<file path="src/rtl/core/spr_pkg.sv">
// ----------------------------------------------------------------------------
// spr_pkg: shared types and constants of the sensor point rotator
// Field widths, fixed-point formats, register indexes and the CORDIC
// arctangent steps used by the pipeline stages.
// ----------------------------------------------------------------------------
`default_nettype none

package spr_pkg;

   // Field widths
   localparam int COORD_W  = 20;  // lat/long, metres Q.6
   localparam int ANG_W    = 15;  // angle register, degrees Q.6
   localparam int RADAR_W  = 3;   // one-based radar number
   localparam int SEL_W    = 2;   // selected radar register
   localparam int GUARD    = 8;   // guard bits in the rotator
   localparam int CW       = 31;  // rotator coordinate width
   localparam int ZW       = 25;  // residual angle width, 2^-16 degree
   localparam int RA_W     = 16;  // reduced angle width, degrees Q.6
   localparam int GAIN_W   = 17;  // signed width of the gain constant
   localparam int PROD_W   = CW + GAIN_W;
   localparam int ROUND_SH = 24;

   // Parameter defaults and limits
   localparam int NUM_RADARS_DEF      = 4;
   localparam int ROTATION_STAGES_DEF = 16;
   localparam int MAX_STAGES          = 24;

   // Configuration port
   localparam int CSR_AW = 3;
   localparam int CSR_DW = ANG_W;
   localparam logic [CSR_AW-1:0] CSR_SELECTED = 3'd0;
   localparam logic [CSR_AW-1:0] CSR_ANGLE_A  = 3'd1;

   // Angle constants, degrees Q.6
   localparam logic signed [RA_W-1:0] ANG_FULL    = 16'sd23040;
   localparam logic signed [RA_W-1:0] ANG_HALF    = 16'sd11520;
   localparam logic signed [RA_W-1:0] ANG_QUARTER = 16'sd5760;

   // 1/K in Q0.16
   localparam logic signed [GAIN_W-1:0] INV_GAIN = 17'sd39797;

   localparam logic signed [COORD_W-1:0] COORD_MAX = 20'sd524287;
   localparam logic signed [COORD_W-1:0] COORD_MIN = -20'sd524288;

   // Point state inside the rotator
   typedef struct packed {
      logic signed [CW-1:0] x;
      logic signed [CW-1:0] y;
      logic signed [ZW-1:0] z;
   } point_type;

   // Side information that travels with each point
   typedef struct packed {
      logic [RADAR_W-1:0] radar;
      logic               last;
      logic               sel;
      logic               bypass;  // unknown radar: no rotation
   } side_type;

   // atan(2^-i) in 2^-16 degree units, rounded to nearest
   function automatic logic signed [ZW-1:0] atan_step(input int i);
      logic signed [ZW-1:0] v;
      case (i)
         0:  v = 25'sd2949120;
         1:  v = 25'sd1740967;
         2:  v = 25'sd919879;
         3:  v = 25'sd466945;
         4:  v = 25'sd234379;
         5:  v = 25'sd117304;
         6:  v = 25'sd58666;
         7:  v = 25'sd29335;
         8:  v = 25'sd14668;
         9:  v = 25'sd7334;
         10: v = 25'sd3667;
         11: v = 25'sd1833;
         12: v = 25'sd917;
         13: v = 25'sd458;
         14: v = 25'sd229;
         15: v = 25'sd115;
         16: v = 25'sd57;
         17: v = 25'sd29;
         18: v = 25'sd14;
         19: v = 25'sd7;
         20: v = 25'sd4;
         21: v = 25'sd2;
         22: v = 25'sd1;
         default: v = '0;
      endcase
      return v;
   endfunction

endpackage

`default_nettype wire

</file>
<file path="src/rtl/core/spr_gain.sv">
// ----------------------------------------------------------------------------
// spr_gain: CORDIC gain compensation and output register
// Multiplies by 1/K, drops the guard bits rounding half up and saturates to
// the coordinate range. Two register stages; the second drives the output.
// ----------------------------------------------------------------------------
`default_nettype none

module spr_gain import spr_pkg::*; (
   input  wire logic                 clock,
   input  wire logic                 reset,
   input  wire logic                 up_valid,
   output logic                      up_ready,
   input  wire point_type            up_point,
   input  wire side_type             up_side,
   output logic                      dn_valid,
   input  wire logic                 dn_ready,
   output logic signed [COORD_W-1:0] dn_lat,
   output logic signed [COORD_W-1:0] dn_long,
   output side_type                  dn_side
);

   localparam int SCALED_W = PROD_W - ROUND_SH;
   localparam logic signed [PROD_W-1:0] ROUND_HALF = PROD_W'(1) <<< (ROUND_SH - 1);

   // Product stage
   logic                     valid_a_ff;
   logic                     ready_a;
   logic signed [PROD_W-1:0] px_ff;
   logic signed [PROD_W-1:0] py_ff;
   logic signed [COORD_W-1:0] bx_ff;
   logic signed [COORD_W-1:0] by_ff;
   side_type                 side_a_ff;

   // Output stage
   logic                      valid_b_ff;
   logic signed [COORD_W-1:0] lat_ff;
   logic signed [COORD_W-1:0] long_ff;
   side_type                  side_b_ff;
   logic signed [COORD_W-1:0] lat_in;
   logic signed [COORD_W-1:0] long_in;

   function automatic logic signed [COORD_W-1:0] round_sat(
      input logic signed [PROD_W-1:0] p
   );
      logic signed [PROD_W-1:0]   r;
      logic signed [SCALED_W-1:0] s;
      logic signed [COORD_W-1:0]  v;
      r = p + ROUND_HALF;
      s = SCALED_W'(r >>> ROUND_SH);
      if (s > SCALED_W'(COORD_MAX)) begin
         v = COORD_MAX;
      end else if (s < SCALED_W'(COORD_MIN)) begin
         v = COORD_MIN;
      end else begin
         v = COORD_W'(s);
      end
      return v;
   endfunction

   assign ready_a  = !valid_b_ff || dn_ready;
   assign up_ready = !valid_a_ff || ready_a;

   always_ff @(posedge clock) begin
      if (reset) begin
         valid_a_ff <= 1'b0;
      end else if (up_ready) begin
         valid_a_ff <= up_valid;
      end
   end

   // Multiply by 1/K; keep the unrotated coordinates for the bypass case
   always_ff @(posedge clock) begin
      if (up_ready && up_valid) begin
         px_ff     <= PROD_W'(up_point.x) * PROD_W'(INV_GAIN);
         py_ff     <= PROD_W'(up_point.y) * PROD_W'(INV_GAIN);
         bx_ff     <= up_point.x[GUARD +: COORD_W];
         by_ff     <= up_point.y[GUARD +: COORD_W];
         side_a_ff <= up_side;
      end
   end

   // Round, saturate, or pass an unknown radar's point as it came
   always_comb begin
      if (side_a_ff.bypass) begin
         lat_in  = bx_ff;
         long_in = by_ff;
      end else begin
         lat_in  = round_sat(px_ff);
         long_in = round_sat(py_ff);
      end
   end

   always_ff @(posedge clock) begin
      if (reset) begin
         valid_b_ff <= 1'b0;
      end else if (ready_a) begin
         valid_b_ff <= valid_a_ff;
      end
   end

   always_ff @(posedge clock) begin
      if (ready_a && valid_a_ff) begin
         lat_ff    <= lat_in;
         long_ff   <= long_in;
         side_b_ff <= side_a_ff;
      end
   end

   assign dn_valid = valid_b_ff;
   assign dn_lat   = lat_ff;
   assign dn_long  = long_ff;
   assign dn_side  = side_b_ff;

endmodule

`default_nettype wire

</file>
<file path="config.mk">
export PLATFORM = sky130hd
export DESIGN_NAME = spr_gain
export DESIGN_NICKNAME = d
export VERILOG_FILES = /design/src/rtl/core/spr_pkg.sv /design/src/rtl/core/spr_gain.sv
export SDC_FILE = /design/constraint.sdc
export NUM_CORES = 2
export LEC_CHECK = 0
export BUFFER_PORTS_ARGS = -buffer_cell sky130_fd_sc_hd__buf_2
export CAP_MARGIN = 20
export CORE_MARGIN = 2
export CORE_UTILIZATION = 54
export DETAILED_ROUTE_END_ITERATION = 16
export PLACE_DENSITY = 0.72
export SYNTH_ARGS = -nofsm -noshare
export SYNTH_HDL_FRONTEND = slang
export SYNTH_SLANG_ARGS = --single-unit
export TNS_END_PERCENT = 100
</file>
<file path="constraint.sdc">
create_clock -name clock -period 6.32 [get_ports clock]
set_input_delay 0.632 -clock clock [delete_from_list [all_inputs] [get_ports clock]]
set_output_delay 0.632 -clock clock [all_outputs]
set_load 0.01 [all_outputs]
</file>
==> metrics <==
status=finished clean; post-cts hold buffer count=0; Slew Viols, Final=0; grt ovf=0; Syn Nets=3530; largest net degree at the start of global routing=85; Yosys cell types=65; Critical-path top delay cell=fa_1; worst-path maximum fanout=6; gpl congestion=0.9329; total wire length=62170 um; Max stage delay on crit path=540 ps; routed vias/inst=5.367; post-route clock period utilization=0.9495; die area=50690 sq um; first-pass GRT wire length=102000 um; Hold EP=side_a_ff[2]$_DFFE_PP_; most used cell, CP=fa_1; Max-cap violations=0; Worst Setup End Kind=flop; most common cell in the netlist=inv_1; Tmin final=6001 ps; R2R Setup Slk=3170 ps; HPWL Detailed=53950 um; Layout Utilization=0.6055; post-synthesis sequential area ratio=0.1630; antenna viol nets, final=0; Critical Path RT=6490 ps; post-DR wirelength/cell=18.06 um; Root Driver=clkbuf_16; FF+latch count, synth=144; ranking of synthesized cells by area=fa_1 (31%), ha_1 (23%), edfxtp_1 (16%); GRT Overall Usage=0.2570; syn avg cell area=10.41 sq um; Final Instance Count excl. Fillers=3443; initial DRC count=992; Critical path origin=up_point[33]; NumNets Final=3800; DRC=0; share of cells above drive strength 1=0.1180; Worst-Margin Slew=1079 ps; clock-pin slew on the worst setup and hold paths=60 ps; initial antenna violation count=0; ant diodes=0; fmax=166.6 MHz; Die Wd=225.1 um; Arrival @ worst endpoint=6170 ps; Post-synth top cells=inv_1 (649), ha_1 (484), fa_1 (411); # rows=81; # setup viols final=0; Cells after DPL=3411; Layout area overhead=11.54%; Ys Warns=0; Slew headroom=0.2806; endpoints failing hold=0; WHS=378.4 ps; CTS Sinks=144; worst hold path depth=1; Synth Instances=2538; TritonCTS buffer count=17; worst flop-to-flop path endpoint=dn_long[3]$_DFFE_PP_; hold path start=up_side[2]; CTS tree=built; Post-Syn Area=26410 sq um; Synth area leader=fa_1; RSZ-0062 raised after global routing=no; Skew-Pair Late Insertion Delay=430 ps; Worst Reg-to-Reg Cells=10; effective utilization at floorplan=0.5429; Post-synth ARST share=0; Via Count=18480; Critical Path, Cell by Cell=buf_2, ha_1, xor2_1, ha_1, a21oi_1, fa_1, inv_1, fa_1, fa_1, inv_1, fa_1, inv_1, ha_1, a211oi_1, nor2_1, nor3_1, nand4_1, a211oi_2, o21ai_2, a21o_1, a221oi_2, xnor2_1; Setup TNS=0 ps; Yosys top cell area share=0.3116; CTS Buffer Depth=2; number of global-route vias before repair=20110; H-tree levels=4; Worst Hold Class=input port to flop; port buffer count=119; EDFF count, synth=142; io pins=145; prevailing post-synth register cell=edfxtp_1; worst reg2reg path startpoint=py_ff[23]$_DFFE_PP_; Pre-antenna DRT Iters=7; Clock Skew=10.04 ps; Core ar.=48650 sq um; kind of critical path=input port to flop; chip height=225.1 um; CP Launch Type=input port; postcts setup bufs=0
==> layout by cell type (no fill, tap or decap), types with 15 or more instances in the layout <==
cell,count
inv_1,649
ha_1,484
fa_1,411
buf_4,157
edfxtp_1,142
a21oi_1,140
buf_2,119
xor2_1,102
nand2_1,92
xnor2_1,76
o21ai_0,66
nor2_1,42
a21o_1,29
nand3_1,29
nor2b_1,28
nand4_1,23
and3_1,20
o21a_1,17
clkbuf_16,17
nor3_1,16
o211ai_1,15
==> kinds of logic (layout without fill, tap and decap cells) <==
| kind of cell | count (synthesis) | after routing | synth area share |
|---|---|---|---|
| multiplexers | 2 | 2 | 0.0007581 |
| flip-flops | 144 | 144 | 0.1630 |
| buffers and inverters | 674 | 957 | 0.09679 |
| AND/OR/NAND/NOR | 289 | 289 | 0.05520 |
| adder cells (fa/ha/maj) | 895 | 895 | 0.5409 |
| AO/OA/AOI/OAI | 356 | 356 | 0.08438 |
| XOR/XNOR | 178 | 178 | 0.05903 |
==> worst max path at each step <==
| stage | endpoint | slack [ps] | cells past startpoint |
|---|---|---|---|
| after floorplan | py_ff[45]$_DFFE_PP_ | 530 | 22 |
| after global placement | py_ff[45]$_DFFE_PP_ | -170 | 22 |
| after detailed placement | px_ff[47]$_DFFE_PP_ | -90 | 22 |
| after CTS | px_ff[47]$_DFFE_PP_ | 320 | 22 |
| after global routing | px_ff[47]$_DFFE_PP_ | 40 | 23 |
| final | py_ff[45]$_DFFE_PP_ | 320 | 22 |
==> flip-flops by register name, summed over array words and instances (netlist names) <==
name and flops:
bx_ff 20, by_ff 20, dn_lat 20, dn_long 20
dn_side 6, dn_valid 1, px_ff 25, py_ff 25
side_a_ff 6, valid_a_ff 1
==> repair_timing <==
action / CTS / global route
resized for setup: 0 / 3
setup endpoints to repair: 0 / 6
endpoints found under the hold margin: 0 / 0
==> routing by layer <==
layer  vias to the layer above  routed length, um  global-route usage
met5                         -                  0                   0
met4                         0               1456             0.06238
met2                       493              30220              0.4432
met1                      9163              26980              0.3418
li1                       8723                  -                   -
met3                       101               3507             0.03781
==> metrics by stage <==
step	area, sq um	worst slack, ps
3_3_place_gp	28850	-172.5
5_1_grt	29460	38.39
4_1_cts	29440	323.1
3_5_place_dp	28850	-87.20
2_1_floorplan	26410	527.6
6_report	29460	319.2
==> critical path, delay by kind of cell <==
family / cells / cell delay [ps]
compound gates: 6 / 1300
xor+xnor: 2 / 340
fa+ha+maj: 7 / 2880
buf+inv: 4 / 340
simple gates: 3 / 690
==> layout make-up <==
cell class | count | area, sq um
sequential | 144 | 4304
inverter | 649 | 2436
fill | 3929 | 19190
tap | 622 | 778.2
multi-input combinational | 1720 | 19580
clock inverter | 15 | 160.2
timing repair buffer | 276 | 1774
clock buffer | 17 | 425.4
Power is not shown: default switching activity piles up to over one toggle a cycle in this logic, so the estimate is an artifact.
