$ cat src/rtl/core/spr_pkg.sv
// ----------------------------------------------------------------------------
// spr_pkg: shared types and constants of the sensor point rotator
// Field widths, fixed-point formats, register indexes and the CORDIC
// arctangent steps used by the pipeline stages.
// ----------------------------------------------------------------------------
`default_nettype none

package spr_pkg;

   // Field widths
   localparam int COORD_W  = 20;  // lat/long, metres Q.6
   localparam int ANG_W    = 15;  // angle register, degrees Q.6
   localparam int RADAR_W  = 3;   // one-based radar number
   localparam int SEL_W    = 2;   // selected radar register
   localparam int GUARD    = 8;   // guard bits in the rotator
   localparam int CW       = 31;  // rotator coordinate width
   localparam int ZW       = 25;  // residual angle width, 2^-16 degree
   localparam int RA_W     = 16;  // reduced angle width, degrees Q.6
   localparam int GAIN_W   = 17;  // signed width of the gain constant
   localparam int PROD_W   = CW + GAIN_W;
   localparam int ROUND_SH = 24;

   // Parameter defaults and limits
   localparam int NUM_RADARS_DEF      = 4;
   localparam int ROTATION_STAGES_DEF = 16;
   localparam int MAX_STAGES          = 24;

   // Configuration port
   localparam int CSR_AW = 3;
   localparam int CSR_DW = ANG_W;
   localparam logic [CSR_AW-1:0] CSR_SELECTED = 3'd0;
   localparam logic [CSR_AW-1:0] CSR_ANGLE_A  = 3'd1;

   // Angle constants, degrees Q.6
   localparam logic signed [RA_W-1:0] ANG_FULL    = 16'sd23040;
   localparam logic signed [RA_W-1:0] ANG_HALF    = 16'sd11520;
   localparam logic signed [RA_W-1:0] ANG_QUARTER = 16'sd5760;

   // 1/K in Q0.16
   localparam logic signed [GAIN_W-1:0] INV_GAIN = 17'sd39797;

   localparam logic signed [COORD_W-1:0] COORD_MAX = 20'sd524287;
   localparam logic signed [COORD_W-1:0] COORD_MIN = -20'sd524288;

   // Point state inside the rotator
   typedef struct packed {
      logic signed [CW-1:0] x;
      logic signed [CW-1:0] y;
      logic signed [ZW-1:0] z;
   } point_type;

   // Side information that travels with each point
   typedef struct packed {
      logic [RADAR_W-1:0] radar;
      logic               last;
      logic               sel;
      logic               bypass;  // unknown radar: no rotation
   } side_type;

   // atan(2^-i) in 2^-16 degree units, rounded to nearest
   function automatic logic signed [ZW-1:0] atan_step(input int i);
      logic signed [ZW-1:0] v;
      case (i)
         0:  v = 25'sd2949120;
         1:  v = 25'sd1740967;
         2:  v = 25'sd919879;
         3:  v = 25'sd466945;
         4:  v = 25'sd234379;
         5:  v = 25'sd117304;
         6:  v = 25'sd58666;
         7:  v = 25'sd29335;
         8:  v = 25'sd14668;
         9:  v = 25'sd7334;
         10: v = 25'sd3667;
         11: v = 25'sd1833;
         12: v = 25'sd917;
         13: v = 25'sd458;
         14: v = 25'sd229;
         15: v = 25'sd115;
         16: v = 25'sd57;
         17: v = 25'sd29;
         18: v = 25'sd14;
         19: v = 25'sd7;
         20: v = 25'sd4;
         21: v = 25'sd2;
         22: v = 25'sd1;
         default: v = '0;
      endcase
      return v;
   endfunction

endpackage

`default_nettype wire

$ cat src/rtl/core/spr_prerot.sv
// ----------------------------------------------------------------------------
// spr_prerot: angle reduction and quadrant pre-rotation
// Brings the angle into +-90 degrees by a quarter turn of the point, widens
// the coordinates by the guard bits and scales the angle to 2^-16 degree.
// ----------------------------------------------------------------------------
`default_nettype none

module spr_prerot import spr_pkg::*; (
   input  wire logic                      clock,
   input  wire logic                      reset,
   input  wire logic                      up_valid,
   output logic                           up_ready,
   input  wire logic signed [ANG_W-1:0]   up_angle,
   input  wire logic signed [COORD_W-1:0] up_lat,
   input  wire logic signed [COORD_W-1:0] up_long,
   input  wire side_type                  up_side,
   output logic                           dn_valid,
   input  wire logic                      dn_ready,
   output point_type                      dn_point,
   output side_type                       dn_side
);

   logic                      valid_ff;
   point_type                 point_ff;
   side_type                  side_ff;
   point_type                 point_in;
   logic signed [RA_W-1:0]    ang_red;
   logic signed [RA_W-1:0]    ang_q;
   logic signed [COORD_W:0]   xq;
   logic signed [COORD_W:0]   yq;

   assign up_ready = !valid_ff || dn_ready;

   // Reduce once by a full turn, then turn by a quarter if needed
   always_comb begin
      ang_red = RA_W'(up_angle);
      if (ang_red >= ANG_HALF) begin
         ang_red = ang_red - ANG_FULL;
      end else if (ang_red < -ANG_HALF) begin
         ang_red = ang_red + ANG_FULL;
      end
      xq    = (COORD_W+1)'(up_lat);
      yq    = (COORD_W+1)'(up_long);
      ang_q = ang_red;
      if (ang_red > ANG_QUARTER) begin
         xq    = -(COORD_W+1)'(up_long);
         yq    = (COORD_W+1)'(up_lat);
         ang_q = ang_red - ANG_QUARTER;
      end else if (ang_red < -ANG_QUARTER) begin
         xq    = (COORD_W+1)'(up_long);
         yq    = -(COORD_W+1)'(up_lat);
         ang_q = ang_red + ANG_QUARTER;
      end
      point_in.x = CW'(xq) <<< GUARD;
      point_in.y = CW'(yq) <<< GUARD;
      point_in.z = ZW'(ang_q) <<< 10;
   end

   always_ff @(posedge clock) begin
      if (reset) begin
         valid_ff <= 1'b0;
      end else if (up_ready) begin
         valid_ff <= up_valid;
      end
   end

   always_ff @(posedge clock) begin
      if (up_ready && up_valid) begin
         point_ff <= point_in;
         side_ff  <= up_side;
      end
   end

   assign dn_valid = valid_ff;
   assign dn_point = point_ff;
   assign dn_side  = side_ff;

endmodule

`default_nettype wire

$ cat config.mk
export PLATFORM = sky130hd
export DESIGN_NAME = spr_prerot
export DESIGN_NICKNAME = d
export VERILOG_FILES = /design/src/rtl/core/spr_pkg.sv /design/src/rtl/core/spr_prerot.sv
export SDC_FILE = /design/constraint.sdc
export NUM_CORES = 1
export LEC_CHECK = 0
export ABC_AREA = 0
export BUFFER_PORTS_ARGS = -buffer_cell sky130_fd_sc_hd__buf_2
export CORE_ASPECT_RATIO = 0.9
export CORE_MARGIN = 5
export CORE_UTILIZATION = 48
export DETAILED_ROUTE_END_ITERATION = 16
export GPL_TIMING_DRIVEN = 0
export PLACE_DENSITY = 0.86
export SYNTH_ARGS = -nofsm -noshare
export SYNTH_HDL_FRONTEND = slang
export SYNTH_SLANG_ARGS = --single-unit
export TNS_END_PERCENT = 100
$ cat constraint.sdc
create_clock -name clock -period 5.65 [get_ports clock]
set_input_delay 0.2825 -clock clock [delete_from_list [all_inputs] [get_ports clock]]
set_output_delay 0.2825 -clock clock [all_outputs]
set_load 0.005 [all_outputs]
==> results of run 1 <==
-- worst paths after layout --
check	startpoint	endpoint	slack, ps	depth (start not counted)
setup / recovery	up_angle[9]	dn_point[47]	1960	13
hold / removal	reset	dn_valid	90	2
setup reg to reg	dn_valid	dn_point[20]	4110	3
hold reg to reg	dn_valid	dn_valid	540	2
-- power groups by stage --
stage,Sequential (mW),Clock (mW),Combinational [mW]
final,0.602,0.518,0.385
after global routing,0.606,0.547,0.418
after CTS,0.603,0.520,0.380
after detailed placement,0.612,0,0.376
after global placement,0.613,0,0.364
after floorplan,0.620,0,0.221
-- worst max-delay path: stages --
cell and delay [ps]:
buf_2 100, clkbuf_1 320, inv_1 160, ha_1 230
a211oi_1 290, o31a_1 370, o32ai_2 150, xnor2_1 460
a31oi_1 150, o21ai_2 300, clkbuf_1 440, o21ai_0 180
a221o_1 330
-- layer usage --
layer	share of wire [%]	track usage (%)
met1	42	28.7
met2	46	34.7
met3	11	6.68
met4	1.5	7.77
met5	0	0
-- sequential cells by signal (all words and copies together) (netlist names) --
signal and cells:
dn_side 6, dn_point 57, dn_valid 1
-- kinds of logic (layout without fill, tap and decap cells) --
family,Yosys count,count (layout),synth area share [%]
simple gates,120,120,16.1
other cells,1,26,0.0894
buf+inv,65,215,9.37
flops,64,64,45.6
mux,3,3,0.746
xor+xnor,10,10,2.09
compound gates,121,121,23.4
fa+ha+maj,9,9,2.69
-- synth_stat cells, drive strengths merged (4+ instances only) --
library cell	count
nor2	24
a21oi	12
xnor2	8
or3	15
edfxtp	63
nand3b	6
o21a	11
nand3	15
ha	9
buf	45
a31oi	4
o221a	17
a211oi	4
nand2	13
inv	16
o21ai	26
nor3	12
clkbuf	4
a221o	18
nor3b	13
-- layout by cell type (no fill, tap or decap), types with 8 or more instances in the layout --
| cell type | instances |
|---|---|
| buf_2 | 144 |
| or3_1 | 15 |
| nor3_1 | 12 |
| inv_1 | 16 |
| conb_1 | 26 |
| o221a_2 | 17 |
| nor2_1 | 24 |
| buf_4 | 32 |
| nor3b_1 | 13 |
| o21ai_0 | 21 |
| clkbuf_8 | 9 |
| edfxtp_1 | 63 |
| nand3_1 | 15 |
| xnor2_1 | 8 |
| a21oi_1 | 12 |
| o21a_1 | 11 |
| ha_1 | 9 |
| nand2_1 | 13 |
| a221o_1 | 18 |
-- layout make-up --
cell class | count | area, µm²
Buffer | 49 | 333
Clock buffer | 10 | 128
Clock inverter | 6 | 131
Fill cell | 725 | 3190
Inverter | 16 | 60.1
Timing Repair Buffer | 134 | 686
Sequential cell | 64 | 1910
Tap cell | 119 | 149
Multi-Input combinational cell | 289 | 1980
==> reports/metrics.yaml, run 1 <==
power_and_ir_drop:
  p_leak_nw: 2.23
  p_comb_share_pct: 25.6
  peakVddDrop_v: 0.000113
  intPower_mw: 1.10
  p_switching_mw: 0.406
  p_seq_share_pct: 40.0
  power.total_mw: 1.51
  power_density_nw_per_um2: 280
  p_clk_share_pct: 34.4
  p_sw_share_pct: 27.0
timing:
  fin_ws_ps: 1960
  holdWs_ps: 90.5
  maxSlewHeadroom_pct: 37.6
  rsz0062_at_grt: "false"
  maxClockFrequency_ghz: 0.271
  skew_ps: 8.72
  hold_viol_final: 0
  period_minus_slack_ps: 3690
  setup_tns_ps: 0
  worstMarginPinSlew_ps: 926
  slew_violations: 0
  setup_viol: 0
  period_share_pct: 65.3
global_route:
  grt_pass1_vias: 3905
  track_usage_pct: 22.0
  grt_pass1_wl_mm: 18.7
  antenna_found_initial: 0
  grt_max_degree: 45
  grt_overflow_total: 0
logic_synthesis:
  synthCells: 393
  ys_top_cells_by_area: "edfxtp_1 (45%), buf_4 (5.7%), o221a_2 (4.6%), a221o_1 (4.3%), ha_1 (2.7%)"
  synth_top_cell_by_area: "edfxtp_1"
  ys.flop_type: "edfxtp_1"
  ys_seq_area_share_pct: 45.6
  async_reset_ff_share_pct: 0
  yosysUniqueCellTypes: 63
  netlist_area_um2: 4190
  synth_area_per_cell_um2: 10.7
  ys_warn_count: 0
  synth_edf_count: 63
  yosysTopAreaCellShare_pct: 45.1
  ys_ff_latch: 64
run_status:
  status: "finished clean"
cells_and_area:
  layout-drive-gt1-share_pct: 38.9
  area_delta_synth_final_pct: 28.3
  fin_nets: 637
  n_antenna_cell: 0
  fin_area_um2: 5380
  fin_cells: 687
  final_util_pct: 62.8
floorplanning:
  coreArea_um2: 8570
  die_height_um: 98.7
  initial_core_util_pct: 48.9
  rows: 32
  die_w_um: 109
  dieArea_um2: 10700
  ios: 160
placed_design:
  dp_cells: 671
  place_ws_ps: 1750
  placed_area_um2: 5120
  gp_congestion: 0.908
  hpwl_mm: 9.12
  numPortBuffers: 133
route:
  wl_per_cell_um: 17.5
  drt-total-wl_mm: 12.1
  drc: 0
  vias: 3953
  ant_nets: 0
  dr.pass1.iters: 5
  drt_iter0_drc: 364
  viasPerCell: 5.75
clock_network:
  insertion_delay_ps: 350
  numClockSinks: 64
  cts-root-buf: "clkbuf_8"
  cts_buffer_depth: 2
  ctsHoldBuffers: 0
  clkTransAtPathRegs_ps: 70
  htree_levels: 3
  post_cts_buffers: 0
  cts_tree: "done"
  cts_buffers: 9
  post_cts_resized: 0
job:
  maxCapViolCount: 0
worst_setup_path:
  worstSetupStartpointType: "input port"
  arrival_ps: 3780
  crit_type: "in -> reg"
  worstSetupEndpointType: "register"
  crit_fanout: 10
  required_ps: 5740
min_path:
  holdCritPathClass: "in -> reg"
Power figures use the tool's default switching activity.
==> run 2, diff against run 1 <==
clock period = 3.7 ns   (was 5.65 ns; I/O delays follow)
==> reports/metrics.yaml, run 2 (synthesis gave the netlist of run 1 again) <==
cells_and_area:
  most-common-layout-cells: "buf_2 (144), edfxtp_1 (63), buf_4 (32)"
  mostFrequentLayoutCell: "buf_2"
  n_antenna_cell: 0  # unchanged
  area_delta_synth_final_pct: 28.8
  fin_cells: 689  # +0.29%
  final_util_pct: 63.1  # +0.25 points
  fin_nets: 639  # +0.31%
  largest_reg_flops: 57  # unchanged
  layout-drive-gt1-share_pct: 38.9  # +0.039 points
  fillers: 722  # -0.41%
global_route:
  met2_usage_pct: 34.8  # +0.095 points
  grt_overflow_total: 0  # unchanged
  grt_max_degree: 45  # unchanged
  grt_pass1_wl_mm: 18.8  # +0.33%
  grtUsageMet3_pct: 6.68  # unchanged
  grt_pass1_vias: 3915  # +0.26%
  antenna_found_initial: 0  # unchanged
  met1_usage_pct: 28.8  # +0.084 points
  grt.busiest_layer: "met2"
  track_usage_pct: 22.0  # +0.055 points
power_and_ir_drop:
  peakVddDrop_v: 0.000173  # +53%
  power.total_mw: 2.30  # +53%
  power_density_nw_per_um2: 426  # +52%
  p_leak_nw: 2.24  # +0.50%
timing:
  maxSlewHeadroom_pct: 41.4  # +3.7 points
  maxClockFrequency_ghz: 0.289
  slew_violations: 0  # unchanged
  fin_ws_ps: 242  # -1720 ps
  setup_viol: 0  # unchanged
  period_minus_slack_ps: 3460
  skew_ps: 6.66  # -2.06 ps
  hold_viol_final: 0  # unchanged
  worstMarginPinSlew_ps: 870  # -55.1 ps
  rsz0062_at_grt: "false"
  holdWs_ps: 18.2  # -72.3 ps
  period_share_pct: 93.5
clock_network:
  cts_buffer_depth: 2  # unchanged
  cts_tree: "done"
  cts-root-buf: "clkbuf_8"
  insertion_delay_ps: 340  # about the same
  clkTransAtPathRegs_ps: 70  # about the same
  post_cts_buffers: 0  # unchanged
  numClockSinks: 64  # unchanged
  cts_buffers: 9  # unchanged
  htree_levels: 3  # unchanged
route:
  vias: 3963  # +0.25%
  drt_iter0_drc: 418  # +15%
  drt-total-wl_mm: 12.1  # +0.42%
  drc: 0  # unchanged
  dr.pass1.iters: 5  # unchanged
  ant_nets: 0  # unchanged
  viasPerCell: 5.75  # about the same
  wl_per_cell_um: 17.6  # +0.13%
placed_design:
  numPortBuffers: 133  # unchanged
  gp_congestion: 0.908  # unchanged
  place_ws_ps: -101  # -1850 ps
  dp_cells: 671  # unchanged
  hpwl_mm: 9.12  # unchanged
floorplanning:
  initial_core_util_pct: 48.9  # unchanged
  rows: 32  # unchanged
  die_w_um: 109  # unchanged
  die_height_um: 98.7  # unchanged
  ios: 160  # unchanged
  coreArea_um2: 8570  # unchanged
  dieArea_um2: 10700  # unchanged
worst_setup_path:
  arrival_ps: 3550  # -230 ps
  required_ps: 3790  # -1950 ps
  crit_type: "in -> reg"
  crit_fanout: 10  # unchanged
  worstSetupStartpointType: "input port"
  reg2reg_slack_ps: 2160  # -1950 ps
  worstSetupEndpointType: "register"
run_status:
  status: "finished clean"
job:
  maxCapViolCount: 0  # unchanged
min_path:
  holdCritPathClass: "in -> reg"
==> run 2: cell types whose count changed in the layout (fill, tap and decap cells not counted) <==
cell / delta
dlygate4sd3_1: +2
clkbuf_1: -1
clkbuf_2: +1
==> run 2: final timing paths <==
path / to / cells past startpoint / from
worst max-delay path: dn_point[68] / 14 / up_angle[9]
worst min-delay path: dn_side[2] / 1 / up_side[2]
worst max register to register: dn_point[11] / 3 / dn_valid
worst min register to register: dn_valid / 2 / dn_valid
==> run 2: timing repair <==
| action | in CTS | in global routing |
|---|---|---|
| setup endpoints to repair | 0 | 10 |
| resized for setup | 0 | 2 |
| hold buffers | 1 | 1 |
| endpoints found under the hold margin | 1 | 1 |
==> run 2: per-layer routing <==
layer	wire length [µm]	share of wire (%)
met5	0	0
met4	214	1.8
met3	1290	11
met2	5490	45
met1	5110	42
==> run 2: per-stage QoR <==
step,area (µm²),setup TNS [ps]
final,5400,0
after detailed placement,5120,-722
after global routing,5400,0
after CTS,5390,0
after floorplan,4290,0
after global placement,5100,-63.1
==> run 2: power by group <==
| part | switching, mW | internal (mW) | total, mW |
|---|---|---|---|
| registers | 0.0199 | 0.900 | 0.920 |
| clock network | 0.277 | 0.514 | 0.790 |
| logic | 0.323 | 0.267 | 0.590 |
| total | 0.620 | 1.68 | 2.30 |
==> run 2: critical path, cell delays in order <==
cell and delay, ps:
buf_2 100, clkbuf_1 310, inv_1 160, ha_1 230, a211oi_1 290, o31a_1 370
o32ai_2 150, xnor2_1 460, o31a_1 300, o21a_1 120, buf_2 200, buf_2 270
a21oi_1 100, o221a_2 280
==> run 2: cell type report <==
cell class,count,area (µm²),area share [%]
multi-input cells,289,1980,36.7
flip-flops and latches,64,1910,35.4
repair buffers,136,706,13.1
plain buffers,49,334,6.18
well taps,119,149,2.76
clock inverters,6,131,2.43
clock buffers,10,128,2.36
inverters,16,60.1,1.11
