<file path="src/rtl/core/spr_pkg.sv">
// ----------------------------------------------------------------------------
// spr_pkg: shared types and constants of the sensor point rotator
// Field widths, fixed-point formats, register indexes and the CORDIC
// arctangent steps used by the pipeline stages.
// ----------------------------------------------------------------------------
`default_nettype none

package spr_pkg;

   // Field widths
   localparam int COORD_W  = 20;  // lat/long, metres Q.6
   localparam int ANG_W    = 15;  // angle register, degrees Q.6
   localparam int RADAR_W  = 3;   // one-based radar number
   localparam int SEL_W    = 2;   // selected radar register
   localparam int GUARD    = 8;   // guard bits in the rotator
   localparam int CW       = 31;  // rotator coordinate width
   localparam int ZW       = 25;  // residual angle width, 2^-16 degree
   localparam int RA_W     = 16;  // reduced angle width, degrees Q.6
   localparam int GAIN_W   = 17;  // signed width of the gain constant
   localparam int PROD_W   = CW + GAIN_W;
   localparam int ROUND_SH = 24;

   // Parameter defaults and limits
   localparam int NUM_RADARS_DEF      = 4;
   localparam int ROTATION_STAGES_DEF = 16;
   localparam int MAX_STAGES          = 24;

   // Configuration port
   localparam int CSR_AW = 3;
   localparam int CSR_DW = ANG_W;
   localparam logic [CSR_AW-1:0] CSR_SELECTED = 3'd0;
   localparam logic [CSR_AW-1:0] CSR_ANGLE_A  = 3'd1;

   // Angle constants, degrees Q.6
   localparam logic signed [RA_W-1:0] ANG_FULL    = 16'sd23040;
   localparam logic signed [RA_W-1:0] ANG_HALF    = 16'sd11520;
   localparam logic signed [RA_W-1:0] ANG_QUARTER = 16'sd5760;

   // 1/K in Q0.16
   localparam logic signed [GAIN_W-1:0] INV_GAIN = 17'sd39797;

   localparam logic signed [COORD_W-1:0] COORD_MAX = 20'sd524287;
   localparam logic signed [COORD_W-1:0] COORD_MIN = -20'sd524288;

   // Point state inside the rotator
   typedef struct packed {
      logic signed [CW-1:0] x;
      logic signed [CW-1:0] y;
      logic signed [ZW-1:0] z;
   } point_type;

   // Side information that travels with each point
   typedef struct packed {
      logic [RADAR_W-1:0] radar;
      logic               last;
      logic               sel;
      logic               bypass;  // unknown radar: no rotation
   } side_type;

   // atan(2^-i) in 2^-16 degree units, rounded to nearest
   function automatic logic signed [ZW-1:0] atan_step(input int i);
      logic signed [ZW-1:0] v;
      case (i)
         0:  v = 25'sd2949120;
         1:  v = 25'sd1740967;
         2:  v = 25'sd919879;
         3:  v = 25'sd466945;
         4:  v = 25'sd234379;
         5:  v = 25'sd117304;
         6:  v = 25'sd58666;
         7:  v = 25'sd29335;
         8:  v = 25'sd14668;
         9:  v = 25'sd7334;
         10: v = 25'sd3667;
         11: v = 25'sd1833;
         12: v = 25'sd917;
         13: v = 25'sd458;
         14: v = 25'sd229;
         15: v = 25'sd115;
         16: v = 25'sd57;
         17: v = 25'sd29;
         18: v = 25'sd14;
         19: v = 25'sd7;
         20: v = 25'sd4;
         21: v = 25'sd2;
         22: v = 25'sd1;
         default: v = '0;
      endcase
      return v;
   endfunction

endpackage

`default_nettype wire

</file>
<file path="src/rtl/core/spr_cordic_stage.sv">
// ----------------------------------------------------------------------------
// spr_cordic_stage: one registered CORDIC micro-rotation
// Turns the point by +-atan(2^-i) toward a zero residual angle. Points from
// an unknown radar pass unchanged.
// ----------------------------------------------------------------------------
`default_nettype none

module spr_cordic_stage import spr_pkg::*; #(
   parameter int STAGE_IDX = 0
) (
   input  wire logic     clock,
   input  wire logic     reset,
   input  wire logic     up_valid,
   output logic          up_ready,
   input  wire point_type up_point,
   input  wire side_type  up_side,
   output logic          dn_valid,
   input  wire logic     dn_ready,
   output point_type     dn_point,
   output side_type      dn_side
);

   localparam logic signed [ZW-1:0] ATAN_I = atan_step(STAGE_IDX);

   logic                 valid_ff;
   point_type            point_ff;
   side_type             side_ff;
   point_type            point_in;
   logic signed [CW-1:0] dx;
   logic signed [CW-1:0] dy;

   assign up_ready = !valid_ff || dn_ready;

   // Micro-rotation, direction from the sign of the residual angle
   always_comb begin
      dx       = up_point.y >>> STAGE_IDX;
      dy       = up_point.x >>> STAGE_IDX;
      point_in = up_point;
      if (!up_side.bypass) begin
         if (!up_point.z[ZW-1]) begin
            point_in.x = up_point.x - dx;
            point_in.y = up_point.y + dy;
            point_in.z = up_point.z - ATAN_I;
         end else begin
            point_in.x = up_point.x + dx;
            point_in.y = up_point.y - dy;
            point_in.z = up_point.z + ATAN_I;
         end
      end
   end

   always_ff @(posedge clock) begin
      if (reset) begin
         valid_ff <= 1'b0;
      end else if (up_ready) begin
         valid_ff <= up_valid;
      end
   end

   always_ff @(posedge clock) begin
      if (up_ready && up_valid) begin
         point_ff <= point_in;
         side_ff  <= up_side;
      end
   end

   assign dn_valid = valid_ff;
   assign dn_point = point_ff;
   assign dn_side  = side_ff;

endmodule

`default_nettype wire

</file>
<file path="config.mk">
export PLATFORM = sky130hd
export DESIGN_NAME = spr_cordic_stage
export DESIGN_NICKNAME = d
export VERILOG_FILES = /design/src/rtl/core/spr_pkg.sv /design/src/rtl/core/spr_cordic_stage.sv
export SDC_FILE = /design/constraint.sdc
export NUM_CORES = 1
export LEC_CHECK = 0
export ABC_AREA = 0
export BUFFER_PORTS_ARGS = -buffer_cell sky130_fd_sc_hd__buf_2
export CORE_MARGIN = 2
export CORE_UTILIZATION = 45
export DETAILED_ROUTE_END_ITERATION = 7
export PLACE_DENSITY = 0.68
export SYNTH_ARGS = -nofsm -noshare
export SYNTH_HDL_FRONTEND = slang
export SYNTH_SLANG_ARGS = --single-unit
</file>
<file path="constraint.sdc">
create_clock -name clock -period 4.2 [get_ports clock]
set_input_delay 0.84 -clock clock [delete_from_list [all_inputs] [get_ports clock]]
set_output_delay 0.84 -clock clock [all_outputs]
set_load 0.02 [all_outputs]
</file>
==> results of run 1 <==
[per-layer routing]
metal  up-vias  share of wire (%)  track usage, %
met5         -                  0               0
met4         0                1.9            6.88
met3        38                8.4            3.70
met2       416                 44            39.6
met1      4109                 46            36.7
li1       4301                  -               -
[state kept, by name (all words and copies together), names as in the netlist]
register  cells
dn_point     87
dn_side       6
dn_valid      1
[critical path: cells and delay by family]
kind | cells | cell delay [ps]
xor gates and xnor gates | 1 | 170
adders and majority gates | 1 | 540
AOI/OAI and AO/OA | 6 | 1710
muxes | 1 | 150
buffers and inverters | 3 | 350
[metrics by stage]
| stage | power, mW | hold slack (ps) | setup WS, ps | cells |
|---|---|---|---|---|
| 4_1_cts | 3.37 | 532 | 624 | 1557 |
| 6_report | 3.36 | 528 | 548 | 1557 |
| 2_1_floorplan | 2.07 | 729 | 441 | 1106 |
| 3_3_place_gp | 2.45 | 499 | 189 | 1541 |
| 3_5_place_dp | 2.45 | 518 | 245 | 1541 |
| 5_1_grt | 3.55 | 568 | 224 | 1557 |
[worst max-delay path by stage]
| stage | endpoint | start | cells past startpoint | slack [ps] |
|---|---|---|---|---|
| after floorplan | dn_point[0] | dn_ready | 2 | 440 |
| after global placement | dn_point[49] | up_point[40] | 12 | 190 |
| after detailed placement | dn_point[53] | up_point[40] | 11 | 250 |
| after CTS | dn_point[53] | up_point[40] | 11 | 620 |
| after global routing | dn_point[49] | up_point[40] | 12 | 220 |
| final | dn_point[49] | up_point[40] | 12 | 550 |
[cell usage after synthesis (6+ instances only)]
| cell type | number |
|---|---|
| and3_1 | 6 |
| a21o_1 | 15 |
| nand4_1 | 10 |
| ha_1 | 97 |
| nor4_1 | 7 |
| nor2_1 | 83 |
| a211oi_1 | 11 |
| a21oi_1 | 126 |
| o21ai_0 | 91 |
| nor3_1 | 25 |
| buf_1 | 8 |
| nand2_1 | 90 |
| o31ai_1 | 14 |
| xnor2_1 | 53 |
| nand2b_1 | 12 |
| o21a_1 | 8 |
| a31oi_1 | 11 |
| clkbuf_1 | 32 |
| nand3_1 | 10 |
| buf_2 | 15 |
| edfxtp_1 | 93 |
| inv_1 | 104 |
| o21ai_1 | 10 |
| o21bai_1 | 23 |
| nor2b_1 | 12 |
| mux2i_1 | 31 |
[power by group through the flow]
stage | clock network (mW) | registers [mW] | logic (mW)
floorplan | 0 | 1.30 | 0.764
finish | 0.909 | 1.17 | 1.29
global route | 0.955 | 1.18 | 1.42
detailed placement | 0 | 1.19 | 1.26
global placement | 0 | 1.19 | 1.26
CTS | 0.924 | 1.17 | 1.27
[area by class of cell]
type                            instances  area, sq um
Multi-Input combinational cell        845         5800
Inverter                              107          402
Timing Repair Buffer                  225         1210
Clock inverter                          7         86.3
Tap cell                              270          338
Clock buffer                            9          225
Fill cell                            1955         9360
Sequential cell                        94         2810
[logic make-up (layout without fill, tap and decap cells)]
group                    after synthesis  after routing  share of synthesized area (%)
adder cells (fa/ha/maj)              101            101                           13.9
buffers and inverters                167            348                           7.24
multiplexers                          32             32                           3.46
XOR/XNOR                              57             57                           5.38
AO/OA/AOI/OAI                        380            380                           26.1
AND/OR/NAND/NOR                      275            275                           13.6
flip-flops                            94             94                           30.3
==> flow_summary.json, run 1 <==
{
  "period_share_pct": 86.9,
  "cts.clk_slew.worst_paths_ps": 80,
  "drt-pass1-iter-count": 5,
  "drv_cap": 0,
  "cp.required_ps": 4310,
  "global_route_wire_length_before_repair_microns": 44800,
  "timing.final.hold_violations": 0,
  "first_global_vias": 8606,
  "dieWidth_microns": 148,
  "ioPinCount": 192,
  "layout_common_cells": "191 x buf_2, 126 x a21oi_1, 104 x inv_1",
  "critical_path.most_common_cell": "inv_1",
  "cts_hold_buf": 0,
  "power.switching_fraction_pct": 37.5,
  "syn-mean-instance-area_sq_um": 8.39,
  "timing.reg2reg.worst_path_depth": 3,
  "worst_clock_skew_ps": 8.44,
  "drive_gt1_share_pct": 20.6,
  "worst_slew_pin_slew_ps": 770,
  "timing.setup.tns_ps": 0,
  "tritoncts_num_sinks": 94,
  "rsz0062_at_grt": "no",
  "number_of_antenna_violations_at_the_first_check_in_global_routing": 0,
  "cts-root-to-sink-buffers": 2,
  "netlist_instances": 1106,
  "worstPathArrival_ps": 3770,
  "timing.max_slew.rel_slack_pct": 48.6,
  "rrSetupSlack_ps": 2390,
  "share_seq_of_total_power_pct": 34.7,
  "finalWorstPathRequiredPeriod_ps": 3650,
  "synth_cell_types": 78,
  "worst_hold_path.endpoint": "dn_valid",
  "cts_inserted_buffers": 9,
  "initial_utilization_pct": 45.9,
  "syn_area_sq_um": 9280,
  "hpwl_microns": 21500,
  "crit_path_end_kind": "register",
  "power.leakage_nw": 4.90,
  "predominant_post_synthesis_flop_cell": "edfxtp_1",
  "num-nets-final": 1480,
  "post_dp_area_sq_um": 10600,
  "diode_insertion_count_for_antenna_repair": 0,
  "criticalPathCategory": "primary input to register",
  "timing.critical_path.fanout_max": 12,
  "globalRouteOverflowTotal": 0,
  "hold_path.class": "register to register",
  "route.detailed.drc": 0,
  "critical_path.startpoint_type": "primary input",
  "synth_top_area_share_pct": 30.1,
  "htreeDepth": 3,
  "dieArea_sq_um": 21800,
  "yosysWarnings": 0,
  "grtUsageTotal_pct": 25.3,
  "hold_path_depth": 2,
  "post_cts_resized": 0,
  "design_area_sq_um": 10900,
  "layout.core_utilization_pct": 53.7,
  "p_int_mw": 2.10,
  "wl_per_cell_microns": 17.8,
  "wirelength_microns": 27700,
  "antenna_left": 0,
  "total_core_area_sq_um": 20200,
  "route.detailed.vias_per_inst": 5.69,
  "critical-path-max-stage-delay_ps": 540,
  "rr_endpoint": "dn_point[10]",
  "insertion_delay_ps": 370,
  "finalMaxSlewViolations": 0,
  "timing.critical_path.cells": "buf_2 -> inv_1 -> ha_1 -> inv_1 -> a2111oi_0 -> a21oi_1 -> o31ai_1 -> a21oi_2 -> a211oi_1 -> mux2i_1 -> xnor2_1 -> o21ai_1",
  "count_of_flip_flops_with_a_built_in_enable_after_synthesis": 93,
  "placement_rows": 52,
  "finalSetupViolCount": 0,
  "route.vias.total": 8864,
  "clk_network_pwr_share_pct": 27.0,
  "netlist_top_cells_area": "edfxtp_1 30%, ha_1 13%, a21oi_1 6.8%",
  "syn_nets": 1304,
  "hp-start": "dn_valid",
  "pwr-share-comb_pct": 38.3,
  "grt_start_max_net_pins": 55,
  "switchingPower_mw": 1.26,
  "cts_post_setup_buffers_inserted": 0,
  "maximum_ir_drop_on_the_vdd_rail_v": 0.000204,
  "synth_seq_cells": 94,
  "layout_commonest_cell": "buf_2",
  "clock.fmax_ghz": 0.274,
  "power_per_cell_area_nw_per_um2": 309,
  "gp_congestion": 0.974,
  "cts.root.buffer_cell": "clkbuf_16",
  "outcome": "finished, final reports clean",
  "crit-reg2reg-launch": "dn_valid",
  "asyncSetResetFlopFracSynth_pct": 0,
  "numPortBuffers": 191,
  "cp_slowest_cell": "ha_1",
  "synth-seq-area-share_pct": 30.3,
  "tritoncts": "done",
  "drt_iter0_drc": 826,
  "area.growth.synth_to_final_pct": 17.2,
  "synth_top_area_cell": "edfxtp_1",
  "die_height_microns": 148
}
Power figures use the tool's default switching activity.
==> run 2, diff against run 1 <==
Settings changed: CORE_UTILIZATION 45 to 50, PLACE_DENSITY 0.68 to 0.74, RECOVER_POWER set to 25.
==> flow_summary.json, run 2 (synthesis results as in run 1) <==
{
  "dieArea_sq_um": 19700,
  "first_global_vias": 8567,
  "hold_ws_ps": 560,
  "dp_cells": 1490,
  "clock.fmax_ghz": 0.273,
  "power.leakage_nw": 4.71,
  "global_route_wire_length_before_repair_microns": 44500,
  "layout_common_cells": "143 x buf_2, 126 x a21oi_1, 104 x inv_1",
  "worstPathArrival_ps": 3740,
  "post_layout_nonfiller_instances": 1506,
  "final.setup.worst_slack_ps": 538,
  "hold_path.class": "register to register",
  "cts_hold_buf": 0,
  "cts_inserted_buffers": 9,
  "cts_post_setup_buffers_inserted": 0,
  "drv_cap": 0,
  "criticalPathCategory": "primary input to register",
  "drt_iter0_drc": 798,
  "maximum_ir_drop_on_the_vdd_rail_v": 0.000219,
  "crit_path_end_kind": "register",
  "initial_utilization_pct": 51.3,
  "period_share_pct": 87.2,
  "design_power_total_mw": 3.29,
  "route.detailed.vias_per_inst": 5.96,
  "drt-pass1-iter-count": 8,
  "timing.setup.tns_ps": 0,
  "post_dp_area_sq_um": 10400,
  "die_height_microns": 140,
  "insertion_delay_ps": 360,
  "globalRouteOverflowTotal": 0,
  "numPortBuffers": 191,
  "area.growth.synth_to_final_pct": 15.0,
  "ioPinCount": 192,
  "worst_clock_skew_ps": 11.2,
  "place_ws_ps": 262,
  "cts.root.buffer_cell": "clkbuf_16",
  "finalMaxSlewViolations": 0,
  "num-nets-final": 1470,
  "wirelength_microns": 28100,
  "drive_gt1_share_pct": 16.1,
  "placement_rows": 49,
  "number_of_antenna_violations_at_the_first_check_in_global_routing": 0,
  "rsz0062_at_grt": "no",
  "timing.critical_path.fanout_max": 7,
  "antenna_left": 0,
  "wl_per_cell_microns": 18.7,
  "finalSetupViolCount": 0,
  "cp.required_ps": 4280,
  "cts.clk_slew.worst_paths_ps": 80,
  "htreeDepth": 3,
  "route.vias.total": 8970,
  "layout.core_utilization_pct": 59.0,
  "layout_commonest_cell": "buf_2",
  "gp_congestion": 0.980,
  "worst_slew_pin_slew_ps": 795,
  "grtUsageTotal_pct": 28.2,
  "design_area_sq_um": 10700,
  "critical_path.startpoint_type": "primary input",
  "total_core_area_sq_um": 18100,
  "finalWorstPathRequiredPeriod_ps": 3660,
  "outcome": "finished, final reports clean",
  "tritoncts": "done",
  "dieWidth_microns": 140,
  "route.detailed.drc": 0,
  "cts-root-to-sink-buffers": 2,
  "post_cts_resized": 0,
  "diode_insertion_count_for_antenna_repair": 0,
  "timing.final.hold_violations": 0,
  "grt_start_max_net_pins": 82,
  "tritoncts_num_sinks": 94,
  "power_per_cell_area_nw_per_um2": 308,
  "hpwl_microns": 21500,
  "largest_reg_flops": 87,
  "timing.max_slew.rel_slack_pct": 47.0
}
[run 2: layer usage]
layer	share of wire, %	up-vias	track usage, %
li1	-	4282	-
met1	44	4186	39.1
met2	45	444	44.5
met3	8.1	58	5.44
met4	2.8	0	8.93
met5	0	-	0
[run 2: power by group]
group / switching (mW) / total, mW / internal, mW
clock network: 0.428 / 0.846 / 0.418
logic: 0.818 / 1.28 / 0.460
registers: 0.0198 / 1.17 / 1.15
total: 1.27 / 3.29 / 2.02
[run 2: path summary, 6_finish.rpt]
| path | depth (start not counted) | start | to | slack, ps |
|---|---|---|---|---|
| worst min register to register | 2 | dn_valid | dn_valid | 560 |
| worst max register to register | 3 | dn_valid | dn_point[40] | 2380 |
| worst max-delay path | 13 | up_point[25] | dn_point[49] | 540 |
| worst min-delay path | 2 | dn_valid | dn_valid | 560 |
[run 2: area by class of cell]
| cell class | count | area, sq um |
|---|---|---|
| Clock buffer | 9 | 225 |
| Clock inverter | 7 | 67.6 |
| Multi-Input combinational cell | 845 | 5800 |
| Fill cell | 1699 | 7420 |
| Tap cell | 229 | 287 |
| Timing Repair Buffer | 215 | 1080 |
| Inverter | 107 | 402 |
| Sequential cell | 94 | 2810 |
[run 2: critical path, cell delays in order]
cell,delay (ps)
buf_2,120
ha_1,230
fa_1,420
nor2b_1,170
o311ai_1,490
nand2_1,120
a22oi_1,250
buf_4,200
a21oi_2,150
a211oi_1,360
mux2i_1,150
xnor2_1,150
o21ai_1,90
